===== src/rtl/core/mbce_pkg.sv =====
// mbce_pkg: shared types and constants for the monochrome color expander
// no dependencies; compiled first
`default_nettype none

package mbce_pkg;

   // register indexes on the csr port
   localparam logic [2:0] REG_DEPTH_MODE     = 3'd0;
   localparam logic [2:0] REG_FG_COLOR       = 3'd1;
   localparam logic [2:0] REG_BG_COLOR       = 3'd2;
   localparam logic [2:0] REG_FG_COLOR16     = 3'd3;
   localparam logic [2:0] REG_BG_COLOR16     = 3'd4;
   localparam logic [2:0] REG_LINE_WIDTH     = 3'd5;
   localparam logic [2:0] REG_START_BIT      = 3'd6;
   localparam logic [2:0] REG_SRC_LINE_BYTES = 3'd7;

   // destination depth codes, anything above 32 bpp acts as 32 bpp
   localparam logic [2:0] DEPTH_1BPP  = 3'd0;
   localparam logic [2:0] DEPTH_8BPP  = 3'd1;
   localparam logic [2:0] DEPTH_16BPP = 3'd2;
   localparam logic [2:0] DEPTH_24BPP = 3'd3;
   localparam logic [2:0] DEPTH_32BPP = 3'd4;

   localparam logic [12:0] MAX_LINE_PIXELS = 13'd4096;
   localparam logic [10:0] MAX_LINE_BYTES  = 11'd1024;
   localparam logic [10:0] BYTE_IDX_MAX    = 11'd2047;
   localparam logic [7:0]  MSB_MASK        = 8'h80;

   typedef struct packed {
      logic [2:0]  depth_mode;
      logic [31:0] fg_color;
      logic [31:0] bg_color;
      logic [15:0] fg_color16;
      logic [15:0] bg_color16;
      logic [12:0] line_width;
      logic [2:0]  start_bit;
      logic [10:0] src_line_bytes;
   } cfg_type;

endpackage

`default_nettype wire


===== src/rtl/core/mbce_req_if.sv =====
// mbce_req_if: valid/ready channel carrying one source byte
// no dependencies
`default_nettype none

interface mbce_req_if;
   logic       valid;
   logic       ready;
   logic [7:0] src_byte;

   modport source (output valid, output src_byte, input ready);
   modport sink (input valid, input src_byte, output ready);
endinterface

`default_nettype wire


===== src/rtl/core/mbce_rsp_if.sv =====
// mbce_rsp_if: valid/ready channel carrying one destination byte and flags
// no dependencies
`default_nettype none

interface mbce_rsp_if;
   logic       valid;
   logic       ready;
   logic [7:0] out_byte;
   logic       last_of_item;
   logic       line_end;

   modport source (output valid, output out_byte, output last_of_item,
                   output line_end, input ready);
   modport sink (input valid, input out_byte, input last_of_item,
                 input line_end, output ready);
endinterface

`default_nettype wire


===== src/rtl/core/mbce_expand.sv =====
// mbce_expand: pixel sequencer and output register of the color expander
// depends on mbce_pkg, mbce_req_if, mbce_rsp_if
`default_nettype none

module mbce_expand (
   input  logic             clock,
   input  logic             reset,
   input  mbce_pkg::cfg_type cfg,
   mbce_req_if.sink         req_ch,
   mbce_rsp_if.source       rsp_ch
);
   import mbce_pkg::*;

   localparam logic [1:0] ST_IDLE = 2'd0;
   localparam logic [1:0] ST_RUN  = 2'd1;
   localparam logic [1:0] ST_DONE = 2'd2;

   logic [1:0]  state_ff, state_in;
   logic [7:0]  src_ff, src_in;
   logic [2:0]  k_ff, k_in;
   logic [1:0]  byte_sel_ff, byte_sel_in;
   logic [12:0] pixel_index_ff, pixel_index_in;
   logic [10:0] src_byte_index_ff, src_byte_index_in;
   logic [7:0]  pack_accum_ff, pack_accum_in;
   logic [2:0]  pack_count_ff, pack_count_in;
   logic        rsp_valid_ff, rsp_valid_in;
   logic [7:0]  rsp_byte_ff, rsp_byte_in;
   logic        rsp_last_ff, rsp_last_in;
   logic        rsp_line_end_ff, rsp_line_end_in;

   logic [12:0] width_eff;
   logic [10:0] slb_eff;
   logic        pix_done;
   logic [12:0] pix_next;
   logic        px_last;
   logic        px_set;
   logic [12:0] remain;
   logic [2:0]  k_left;
   logic        later_flush;
   logic        is_pack;
   logic [1:0]  nbytes_m1;
   logic        px_emits;
   logic        byte_final;
   logic [31:0] color32;
   logic [15:0] color16;
   logic [7:0]  px_byte;
   logic        item_final;
   logic        out_free;
   logic        run_active;
   logic        emit;
   logic        advance;
   logic        req_xfer;
   logic [10:0] sbi_next;

   assign width_eff = (cfg.line_width > MAX_LINE_PIXELS) ? MAX_LINE_PIXELS : cfg.line_width;

   always_comb begin
      if (cfg.src_line_bytes > MAX_LINE_BYTES) begin
         slb_eff = MAX_LINE_BYTES;
      end else if (cfg.src_line_bytes == 11'd0) begin
         slb_eff = 11'd1;
      end else begin
         slb_eff = cfg.src_line_bytes;
      end
   end

   // one pixel evaluated per step: compare, increment and byte select
   assign pix_done    = pixel_index_ff >= width_eff;
   assign pix_next    = pixel_index_ff + 13'd1;
   assign px_last     = pix_next == width_eff;
   assign px_set      = src_ff[3'd7 - k_ff];
   assign remain      = width_eff - pix_next;
   assign k_left      = 3'd7 - k_ff;
   // in 1 bpp a flush later in this byte only happens at line end
   assign later_flush = remain > {10'd0, k_left};
   assign is_pack     = cfg.depth_mode == DEPTH_1BPP;
   assign color32     = px_set ? cfg.fg_color : cfg.bg_color;
   assign color16     = px_set ? cfg.fg_color16 : cfg.bg_color16;

   always_comb begin
      case (cfg.depth_mode)
         DEPTH_1BPP: begin
            nbytes_m1 = 2'd0;
            px_byte   = pack_accum_ff | (px_set ? (MSB_MASK >> pack_count_ff) : 8'h00);
         end
         DEPTH_8BPP: begin
            nbytes_m1 = 2'd0;
            px_byte   = {7'd0, px_set};
         end
         DEPTH_16BPP: begin
            nbytes_m1 = 2'd1;
            px_byte   = byte_sel_ff[0] ? color16[15:8] : color16[7:0];
         end
         default: begin
            nbytes_m1 = (cfg.depth_mode == DEPTH_24BPP) ? 2'd2 : 2'd3;
            case (byte_sel_ff)
               2'd0:    px_byte = color32[7:0];
               2'd1:    px_byte = color32[15:8];
               2'd2:    px_byte = color32[23:16];
               default: px_byte = color32[31:24];
            endcase
         end
      endcase
   end

   assign px_emits   = !is_pack || (pack_count_ff == 3'd7) || px_last;
   assign byte_final = byte_sel_ff == nbytes_m1;
   assign item_final = byte_final &&
                       ((k_ff == 3'd7) || px_last || (is_pack && later_flush));

   assign out_free   = !rsp_valid_ff || rsp_ch.ready;
   assign run_active = (state_ff == ST_RUN) && !pix_done;
   assign emit       = run_active && px_emits && out_free;
   assign advance    = run_active && (px_emits ? (out_free && byte_final) : 1'b1);
   assign req_xfer   = req_ch.valid && req_ch.ready;
   assign sbi_next   = (src_byte_index_ff < BYTE_IDX_MAX) ? src_byte_index_ff + 11'd1
                                                          : src_byte_index_ff;

   always_comb begin
      state_in          = state_ff;
      src_in            = src_ff;
      k_in              = k_ff;
      byte_sel_in       = byte_sel_ff;
      pixel_index_in    = pixel_index_ff;
      src_byte_index_in = src_byte_index_ff;
      pack_accum_in     = pack_accum_ff;
      pack_count_in     = pack_count_ff;
      case (state_ff)
         ST_IDLE: begin
            if (req_xfer) begin
               src_in      = req_ch.src_byte;
               k_in        = (src_byte_index_ff == 11'd0) ? cfg.start_bit : 3'd0;
               byte_sel_in = 2'd0;
               state_in    = ST_RUN;
            end
         end
         ST_RUN: begin
            if (pix_done) begin
               state_in = ST_DONE;
            end else if (advance) begin
               byte_sel_in    = 2'd0;
               pixel_index_in = pix_next;
               if (is_pack) begin
                  if (px_emits) begin
                     pack_accum_in = 8'h00;
                     pack_count_in = 3'd0;
                  end else begin
                     pack_accum_in = px_byte;
                     pack_count_in = pack_count_ff + 3'd1;
                  end
               end
               if (k_ff == 3'd7) begin
                  state_in = ST_DONE;
               end else begin
                  k_in = k_ff + 3'd1;
               end
            end else if (emit) begin
               byte_sel_in = byte_sel_ff + 2'd1;
            end
         end
         ST_DONE: begin
            state_in = ST_IDLE;
            // line ends once all pixels are out and enough bytes are consumed
            if (pix_done && (sbi_next >= slb_eff)) begin
               pixel_index_in    = 13'd0;
               src_byte_index_in = 11'd0;
               pack_accum_in     = 8'h00;
               pack_count_in     = 3'd0;
            end else begin
               src_byte_index_in = sbi_next;
            end
         end
         default: begin
            state_in = ST_IDLE;
         end
      endcase
   end

   always_comb begin
      rsp_valid_in    = rsp_valid_ff;
      rsp_byte_in     = rsp_byte_ff;
      rsp_last_in     = rsp_last_ff;
      rsp_line_end_in = rsp_line_end_ff;
      if (emit) begin
         rsp_valid_in    = 1'b1;
         rsp_byte_in     = px_byte;
         rsp_last_in     = item_final;
         rsp_line_end_in = byte_final && px_last;
      end else if (rsp_ch.ready) begin
         rsp_valid_in = 1'b0;
      end
   end

   always_ff @(posedge clock) begin
      if (reset) begin
         state_ff          <= ST_IDLE;
         k_ff              <= 3'd0;
         byte_sel_ff       <= 2'd0;
         pixel_index_ff    <= 13'd0;
         src_byte_index_ff <= 11'd0;
         pack_accum_ff     <= 8'h00;
         pack_count_ff     <= 3'd0;
         rsp_valid_ff      <= 1'b0;
      end else begin
         state_ff          <= state_in;
         k_ff              <= k_in;
         byte_sel_ff       <= byte_sel_in;
         pixel_index_ff    <= pixel_index_in;
         src_byte_index_ff <= src_byte_index_in;
         pack_accum_ff     <= pack_accum_in;
         pack_count_ff     <= pack_count_in;
         rsp_valid_ff      <= rsp_valid_in;
      end
   end

   always_ff @(posedge clock) begin
      src_ff          <= src_in;
      rsp_byte_ff     <= rsp_byte_in;
      rsp_last_ff     <= rsp_last_in;
      rsp_line_end_ff <= rsp_line_end_in;
   end

   assign req_ch.ready        = state_ff == ST_IDLE;
   assign rsp_ch.valid        = rsp_valid_ff;
   assign rsp_ch.out_byte     = rsp_byte_ff;
   assign rsp_ch.last_of_item = rsp_last_ff;
   assign rsp_ch.line_end     = rsp_line_end_ff;

endmodule

`default_nettype wire


===== src/rtl/core/mono_bitmap_color_expand.sv =====
// mono_bitmap_color_expand: top level, csr registers and the pixel sequencer
// depends on mbce_pkg, mbce_req_if, mbce_rsp_if, mbce_expand
//
//   channel  dir  transfer when        payload
//   req_ch   in   valid & ready        src_byte
//   rsp_ch   out  valid & ready        out_byte, last_of_item, line_end
//   csr_*    in   csr_wen              csr_index, csr_wdata
//
// a source byte is accepted in ST_IDLE, then ST_RUN steps through its pixels
// and ST_DONE closes it, with one more step when the line ends inside the
// byte; each output byte is one step of the sequencer, and 1 bpp pixels
// that do not complete a byte take a step each
// reset is synchronous; it returns the registers to their defaults and the
// line position to the start of a line
// a stalled rsp_ch holds the sequencer on the byte it wants to send
`default_nettype none

module mono_bitmap_color_expand (
   input  logic        clock,
   input  logic        reset,
   input  logic        csr_wen,
   input  logic [2:0]  csr_index,
   input  logic [31:0] csr_wdata,
   mbce_req_if.sink    req_ch,
   mbce_rsp_if.source  rsp_ch
);
   import mbce_pkg::*;

   cfg_type cfg_ff, cfg_in;

   always_comb begin
      cfg_in = cfg_ff;
      if (csr_wen) begin
         case (csr_index)
            REG_DEPTH_MODE:     cfg_in.depth_mode     = csr_wdata[2:0];
            REG_FG_COLOR:       cfg_in.fg_color       = csr_wdata;
            REG_BG_COLOR:       cfg_in.bg_color       = csr_wdata;
            REG_FG_COLOR16:     cfg_in.fg_color16     = csr_wdata[15:0];
            REG_BG_COLOR16:     cfg_in.bg_color16     = csr_wdata[15:0];
            REG_LINE_WIDTH:     cfg_in.line_width     = csr_wdata[12:0];
            REG_START_BIT:      cfg_in.start_bit      = csr_wdata[2:0];
            REG_SRC_LINE_BYTES: cfg_in.src_line_bytes = csr_wdata[10:0];
            default:            cfg_in = cfg_ff;
         endcase
      end
   end

   always_ff @(posedge clock) begin
      if (reset) begin
         cfg_ff.depth_mode     <= DEPTH_32BPP;
         cfg_ff.fg_color       <= 32'hFFFF_FFFF;
         cfg_ff.bg_color       <= 32'h0000_0000;
         cfg_ff.fg_color16     <= 16'hFFFF;
         cfg_ff.bg_color16     <= 16'h0000;
         cfg_ff.line_width     <= 13'd1;
         cfg_ff.start_bit      <= 3'd0;
         cfg_ff.src_line_bytes <= 11'd1;
      end else begin
         cfg_ff <= cfg_in;
      end
   end

   mbce_expand u_expand (
      .clock  (clock),
      .reset  (reset),
      .cfg    (cfg_ff),
      .req_ch (req_ch),
      .rsp_ch (rsp_ch)
   );

endmodule

`default_nettype wire


===== src/flat_wrapper.sv =====
// flat-port wrapper written by rule: the top's interface ports become plain ports
module mono_bitmap_color_expand_flat import mbce_pkg::*;
  (clock, reset, csr_wen, csr_index, csr_wdata, req_ch_valid, req_ch_src_byte, req_ch_ready, rsp_ch_valid, rsp_ch_out_byte, rsp_ch_last_of_item, rsp_ch_line_end, rsp_ch_ready);
  mbce_req_if req_ch_i ();
  mbce_rsp_if rsp_ch_i ();
  input  logic clock;
  input  logic reset;
  input  logic csr_wen;
  input  logic [2:0] csr_index;
  input  logic [31:0] csr_wdata;
  input wire logic [$bits(req_ch_i.valid)-1:0] req_ch_valid;
  input wire logic [$bits(req_ch_i.src_byte)-1:0] req_ch_src_byte;
  output wire logic [$bits(req_ch_i.ready)-1:0] req_ch_ready;
  output wire logic [$bits(rsp_ch_i.valid)-1:0] rsp_ch_valid;
  output wire logic [$bits(rsp_ch_i.out_byte)-1:0] rsp_ch_out_byte;
  output wire logic [$bits(rsp_ch_i.last_of_item)-1:0] rsp_ch_last_of_item;
  output wire logic [$bits(rsp_ch_i.line_end)-1:0] rsp_ch_line_end;
  input wire logic [$bits(rsp_ch_i.ready)-1:0] rsp_ch_ready;
  assign req_ch_i.valid = req_ch_valid;
  assign req_ch_i.src_byte = req_ch_src_byte;
  assign req_ch_ready = req_ch_i.ready;
  assign rsp_ch_valid = rsp_ch_i.valid;
  assign rsp_ch_out_byte = rsp_ch_i.out_byte;
  assign rsp_ch_last_of_item = rsp_ch_i.last_of_item;
  assign rsp_ch_line_end = rsp_ch_i.line_end;
  assign rsp_ch_i.ready = rsp_ch_ready;
  mono_bitmap_color_expand u_core (.clock(clock), .reset(reset), .csr_wen(csr_wen), .csr_index(csr_index), .csr_wdata(csr_wdata), .req_ch(req_ch_i), .rsp_ch(rsp_ch_i));
endmodule

===== config.mk =====
export PLATFORM = sky130hd
export DESIGN_NAME = mono_bitmap_color_expand_flat
export DESIGN_NICKNAME = d
export VERILOG_FILES = /design/src/rtl/core/mbce_pkg.sv /design/src/rtl/core/mbce_req_if.sv /design/src/rtl/core/mbce_rsp_if.sv /design/src/rtl/core/mbce_expand.sv /design/src/rtl/core/mono_bitmap_color_expand.sv /design/src/flat_wrapper.sv
export SDC_FILE = /design/constraint.sdc
export NUM_CORES = 1
export LEC_CHECK = 0
export BUFFER_PORTS_ARGS = -buffer_cell sky130_fd_sc_hd__buf_2
export CAP_MARGIN = 20
export CORE_MARGIN = 1.5
export CORE_UTILIZATION = 40
export DETAILED_ROUTE_END_ITERATION = 10
export PLACE_DENSITY_LB_ADDON = 0.2
export SLEW_MARGIN = 15
export SYNTH_ARGS = -nofsm -noshare
export SYNTH_HDL_FRONTEND = slang
export SYNTH_SLANG_ARGS = --single-unit

===== constraint.sdc =====
create_clock -name clock -period 3.2 [get_ports clock]
set_input_delay 0.16 -clock clock [delete_from_list [all_inputs] [get_ports clock]]
set_output_delay 0.16 -clock clock [all_outputs]
set_load 0.005 [all_outputs]

### Yosys cells after proc, flatten, opt, wreduce, memory -nomap -nowiden

Cells that the tools add are included.

| storage, ports and cells | value |
|---|---|
| register bits after elaboration | 187 |
| output and inout bits | 12 |
| logic and storage cells | 155 |

| cells by class | value |
|---|---|
| add/subtract/negate cells | 7 |
| $lt $le $gt $ge | 7 |
| equality and inequality tests | 27 |
| shift operators | 1 |
| muxes and demuxes | 50 |
| bitwise operators | 1 |
| reduce and logical (&&, ||, !) cells | 42 |

Operators with widths:

| kind | number |
|---|---|
| $mux W8 | 7 |
| $mux W13 | 4 |
| $pmux W8 S3 | 2 |
| $mux W11 | 4 |
| $mux W32 | 1 |
| $mux W3 | 10 |
| $pmux W13 S2 | 1 |
| $logic_not A11 Y1 | 2 |
| $eq A3 B3 Y1 const B | 6 |
| $reduce_and A2 Y1 | 9 |
| $mux W16 | 1 |
| $mux W2 | 8 |
| $pmux W8 S2 | 1 |
| $add A13 B1 Y13 const B | 1 |
| $eq A13 B13 Y1 | 1 |
| $ge A13 B13 Y1 | 1 |
| $gt A13 B13 Y1 const B | 1 |
| $gt A13 B3 Y1 | 1 |
| $sub A13 B13 Y13 | 1 |
| $eq A3 B2 Y1 const B | 4 |
| $pmux W2 S2 | 3 |
| $pmux W3 S2 | 2 |
| $add A11 B1 Y11 const B | 1 |
| $ge A11 B11 Y1 | 1 |
| 27 further kinds | 62 |

### Depth between registers and ports, before layout

| depth | value |
|---|---|
| depth after elaboration | 11 |
| gate-level depth with buffers | 16 |
| gate-level depth less buffers | 14 |

### Modules after synthesis

From an unflattened synthesis, not the netlist that was laid out.

| second synthesis, totals | value |
|---|---|
| cell total of the unflattened synthesis | 1184 |
| area total of the unflattened synthesis | 10595.2 µm² |

Modules (own cells, without submodules):

| module | times used | cells each | area each (µm²) |
|---|---|---|---|
| mbce_expand | 1 | 698 | 5565.3 |
| mono_bitmap_color_expand | 1 | 486 | 5029.8 |

### Worst setup path before layout

Ideal clock, no wire load.

| path | value |
|---|---|
| path type | reg2reg |
| start | reg u_core.u_expand.pixel_index_ff[3] |
| end | reg u_core.u_expand.rsp_last_ff (netlist: u_core.u_expand.rsp_ch.last_of_item), enable pin |
| data arrival time | 3.177 ns |
| required time | 2.824 ns |
| path slack | -0.354 ns |
| stages on the path, launching flop included | 12 |
| buffers on the path | 1 |
| period minus slack after synthesis | 3.554 ns |
| cells stage by stage | dfxtp_1 nand3_1 nor2_1 nand2_1 xor2_1 ha_1 clkbuf_1 nand4_1 or3_4 o31ai_4 nand2b_2 nor2_1 |

| on the way | value |
|---|---|
| cells in the longest elaborated chain, start to end | 5 |
| elaborated cells between the ends (all ways) | 8 |

RTL lines:

| element | line | source |
|---|---|---|
| from (decl) | mbce_expand.sv:22 | `logic [12:0] pixel_index_ff, pixel_index_in;` |
| from (signal assigned) | mbce_expand.sv:208 | `pixel_index_ff <= pixel_index_in;` |
| $add A13 B1 Y13 or $ge A13 B13 Y1 (tied branches) | mbce_expand.sv:69, mbce_expand.sv:68 |  |
| $eq A13 B13 Y1 or $logic_not A1 Y1 (tied branches) | mbce_expand.sv:70, mbce_expand.sv:112 |  |
| $logic_or A1 B1 Y1 or $logic_and A1 B1 Y1 (tied branches) | mbce_expand.sv:106, mbce_expand.sv:112 |  |
| $logic_and A1 B1 Y1 (*) (2 in series) | mbce_expand.sv:113 | `assign emit = run_active && px_emits && out_free;` |
| named net u_core.u_expand.emit | mbce_expand.sv:50 | `logic emit;` |
| to (signal assigned) | mbce_expand.sv:219 | `rsp_last_ff <= rsp_last_in;` |
| to (decl) | mbce_expand.sv:28 | `logic rsp_last_ff, rsp_last_in;` |

Mark *: on every way through the listed nets, which the timed path passes. The rest lies on a longest branch.
A chain may end at the register's enable or synchronous reset.

### Final worst setup path

| path | value |
|---|---|
| start | reg u_core.u_expand.pixel_index_ff[0] |
| end | reg u_core.u_expand.byte_sel_ff[1] |

| on the way | value |
|---|---|
| cells in the longest elaborated chain, start to end | 8 |
| elaborated cells between the ends (all ways) | 16 |

RTL lines:

| element | line | source |
|---|---|---|
| $add A13 B1 Y13 | mbce_expand.sv:69 | `assign pix_next = pixel_index_ff + 13'd1;` |
| $eq A13 B13 Y1 | mbce_expand.sv:70 | `assign px_last = pix_next == width_eff;` |
| $logic_or A1 B1 Y1 | mbce_expand.sv:106 | `assign px_emits = !is_pack \|\| (pack_count_ff == 3'd7) \|\| px_last;` |
| $mux W1 | mbce_expand.sv:114 | `assign advance = run_active && (px_emits ? (out_free && byte_final) : 1'b1);` |
| $logic_and A1 B1 Y1 | mbce_expand.sv:114 |  |
| $mux W2 | mbce_expand.sv:140 | `end else if (advance) begin` |
| $mux W2 | mbce_expand.sv:138 | `if (pix_done) begin` |
| $pmux W2 S2 | mbce_expand.sv:128 | `case (state_ff)` |
| to (signal assigned) | mbce_expand.sv:207 | `byte_sel_ff <= byte_sel_in;` |
| to (decl) | mbce_expand.sv:21 | `logic [1:0] byte_sel_ff, byte_sel_in;` |

Several ways; a longest one is shown, not always the timed one. The select of a mux whose other input is x is not followed.

==> reports/qor.csv <==
stage,metric,value,unit
logic_synthesis,synth.most_common_cell,nand2_1,
final_layout,num_antenna_cells,0,
logic_synthesis,seq_area_frac_synth,39.3,%
timing,finalMaxSlewViolations,0,
timing,period_needed,3.09,ns
floorplanning,die_w,161,microns
floorplanning,core-area,0.0244,sq mm
floorplanning,dieArea,0.0259,sq mm
logic_synthesis,synth.largest_area_cell,dfxtp_1,
logic_synthesis,synth_top_area_share,33.9,%
final_layout,drive_above_1_share,16.6,%
logic_synthesis,ys_warn_count,0,
global_route,first_global_vias,8246,
logic_synthesis,postSynthAreaPerCell,8.37,sq um
logic_synthesis,synth.net_count,1294,
worst_setup_path,crit_fanout,5,
clocking,cts_sinks,187,
place,portBuffers,59,
timing,tightest_slew,0.945,ns
logic_synthesis,synthArstFlopShare,0,%
global_route,grt_pass1_wl,45800,microns
logic_synthesis,synth_edf_count,18,
floorplanning,io_pins,60,
logic_synthesis,synthFlopType,dfxtp_1,
global_route,antenna_found_initial,0,
global_route,grt_remaining_overflow,0,
final_layout,syn2layout_area_growth,19.8,%
timing,holdWs,0.0358,ns
clocking,htree_levels,4,
logic_synthesis,synth_seq_cells,187,
worst_setup_path,required,3.57,ns
timing,finalHoldViolations,0,
worst_setup_path,rrSetupSlack,0.11,ns
floorplanning,die_h,161,microns
power,power.leakage,0.00467,uW
worst_setup_path,cp-start-kind,flop,
power,cellPowerDensity,489,mW/mm^2
flow_run,drv_cap,0,
global_route,grtUsageTotal,22.4,%
clocking,cts_buffers,17,
logic_synthesis,synth_cells,1193,
clocking,clk-insertion-delay-late,0.44,ns
clocking,clockRootBuffer,clkbuf_16,
worst_setup_path,worst_ep_arrival_time,3.46,ns
timing,fmax,323,MHz
hold_path,hold_path.class,in2reg,
drt,drt_iter0_drc,797,
drt,route.detailed.drc,0,
timing,rsz0062_at_grt,true,
logic_synthesis,netlist_top_cells_count,"299 x nand2_1, 169 x dfxtp_1, 113 x a21oi_1, 75 x mux2i_1, 60 x clkbuf_1",
final_layout,finalCoreUtilization,49.1,%
place,hpwlAfterDp,20400,microns
drt,viasPerCell,5.43,
clocking,cts_tree,done,
drt,ant_nets,0,
drt,wl_per_cell,17.7,microns
timing,maxSlewHeadroom,37.0,%
run_status,status,completed,
global_route,grt_max_degree,84,
final_layout,final_nets,1398,
drt,dr.pass1.iters,5,
clocking,cts.path.max_buffers,2,
timing,setup_viol,0,
logic_synthesis,post_synth_num_cell_types,72,
drt,wl,28900,microns
floorplanning,rows,57,
clocking,clkTransAtPathRegs,0.08,ns
worst_setup_path,critPathCaptureType,flop,
floorplanning,start_util,40.9,%
worst_setup_path,worstSetupPathType,reg2reg,
drt,num_vias,8874,
logic_synthesis,synth_area_leaders,"dfxtp_1 34%, nand2_1 11%, mux2i_1 7.5%",
power,vdd_drop_max,266,uV
timing,period_share,96.6,%
timing,skew,0.0131,ns
logic_synthesis,syn_area,0.00999,sq mm
place,gp_congestion,0.891,
==> routing by layer <==
layer	GRT usage [%]	vias up	wire [microns]
met5	0	-	0
met2	34.8	203	13100
met3	3.75	27	1340
met1	32.4	4227	14000
met4	5.18	0	382
li1	-	4417	-
==> power by group <==
group	leakage, uW	total (uW)	switching (uW)	internal [uW]
combinational	0.00284	1200	697	500
sequential	0.00154	2510	51.8	2460
clock	0.000294	2150	1060	1080
==> placed cells by master (no fill, tap or decap), types with 5 or more instances in the layout <==
| cell | n |
|---|---|
| nand3_1 | 53 |
| ha_1 | 49 |
| a311o_1 | 8 |
| mux2i_1 | 74 |
| nand2_1 | 298 |
| or3_1 | 9 |
| nand4_1 | 13 |
| xnor2_1 | 10 |
| clkinv_8 | 5 |
| nor2_1 | 46 |
| inv_1 | 32 |
| dfxtp_1 | 161 |
| o2111a_1 | 7 |
| xor2_1 | 10 |
| a31oi_1 | 13 |
| nor2b_1 | 13 |
| o21ai_0 | 17 |
| buf_2 | 59 |
| edfxtp_1 | 18 |
| a31o_2 | 8 |
| a221o_1 | 23 |
| o21a_1 | 11 |
| dfxtp_2 | 7 |
| a21o_1 | 10 |
| nand2b_1 | 7 |
| o22ai_1 | 9 |
| dlygate4sd3_1 | 27 |
| clkbuf_16 | 17 |
| buf_4 | 66 |
| and2_1 | 6 |
| nor3_1 | 6 |
| a21oi_1 | 111 |
==> worst paths after layout <==
kind,cells after the start,to,startpoint
setup / recovery,12,u_core.u_expand.byte_sel_ff[1]$_SDFFE_PP0P_,u_core.u_expand.pixel_index_ff[0]$_SDFFE_PP0P_
hold / removal,3,u_core.cfg_ff[68]$_SDFFE_PP0P_,csr_wdata[9]
setup reg to reg,12,u_core.u_expand.byte_sel_ff[1]$_SDFFE_PP0P_,u_core.u_expand.pixel_index_ff[0]$_SDFFE_PP0P_
hold reg to reg,2,u_core.cfg_ff[28]$_SDFFE_PP0P_,u_core.cfg_ff[28]$_SDFFE_PP0P_
==> metrics by stage <==
stage               instance area [sq um]  setup TNS (ns)  total power, uW  instances  worst slack [ns]
floorplan                           10000               0             3280       1193          0.000862
global placement                    10900         -0.0159             3700       1564           -0.0151
detailed placement                  10900         -0.0784             3710       1564           -0.0493
CTS                                 11800         -0.0100             5870       1623           -0.0100
global route                        12000         -0.0943             6100       1634           -0.0332
finish                              12000               0             5850       1634             0.108
==> layout make-up <==
cell class | count | area [sq um]
Fill cell | 2406 | 12400
Multi-Input combinational cell | 898 | 5740
Sequential cell | 187 | 3940
Timing Repair Buffer | 158 | 1150
Clock buffer | 18 | 439
Tap cell | 324 | 405
Clock inverter | 14 | 169
Inverter | 35 | 131
==> sequential cells by signal (all words and copies together) (netlist names), 3 cells and up <==
name,flops
u_core.u_expand.pack_accum_ff,8
u_core.u_expand.src_ff,8
u_core.u_expand.src_byte_index_ff,11
u_core.u_expand.rsp_ch.out_byte,8
u_core.cfg_ff,126
u_core.u_expand.k_ff,3
u_core.u_expand.pixel_index_ff,13
u_core.u_expand.pack_count_ff,3
==> timing repair <==
item,4_1_cts,5_1_grt
gates resized for setup,2,27
hold endpoints to repair,52,0
setup endpoints to repair,3,35
setup buffers,0,8
hold buffers,27,0
pin swaps,0,14
gates cloned,0,2
==> critical path, stage by stage (launching register included) <==
cell      delay [ns]
dfxtp_4         0.36
ha_2            0.17
and4_4          0.26
nand4_1         0.12
xor2_1          0.17
ha_1            0.31
nand4_1         0.10
or3_4           0.36
o31ai_4         0.30
buf_6           0.16
nand2b_2        0.08
or4b_4          0.52
a21oi_2         0.12
==> logic make-up (layout without fill, tap and decap cells) <==
kind of cell / after synthesis / after routing / synth area share (%)
flip-flops: 187 / 187 / 39.3
adder cells (fa/ha/maj): 54 / 54 / 6.82
AND/OR/NAND/NOR: 486 / 486 / 21.4
multiplexers: 81 / 81 / 8.46
XOR/XNOR: 26 / 26 / 2.97
AO/OA/AOI/OAI: 250 / 251 / 16.8
buffers and inverters: 109 / 225 / 4.30
(Power assumes the default switching activity.)
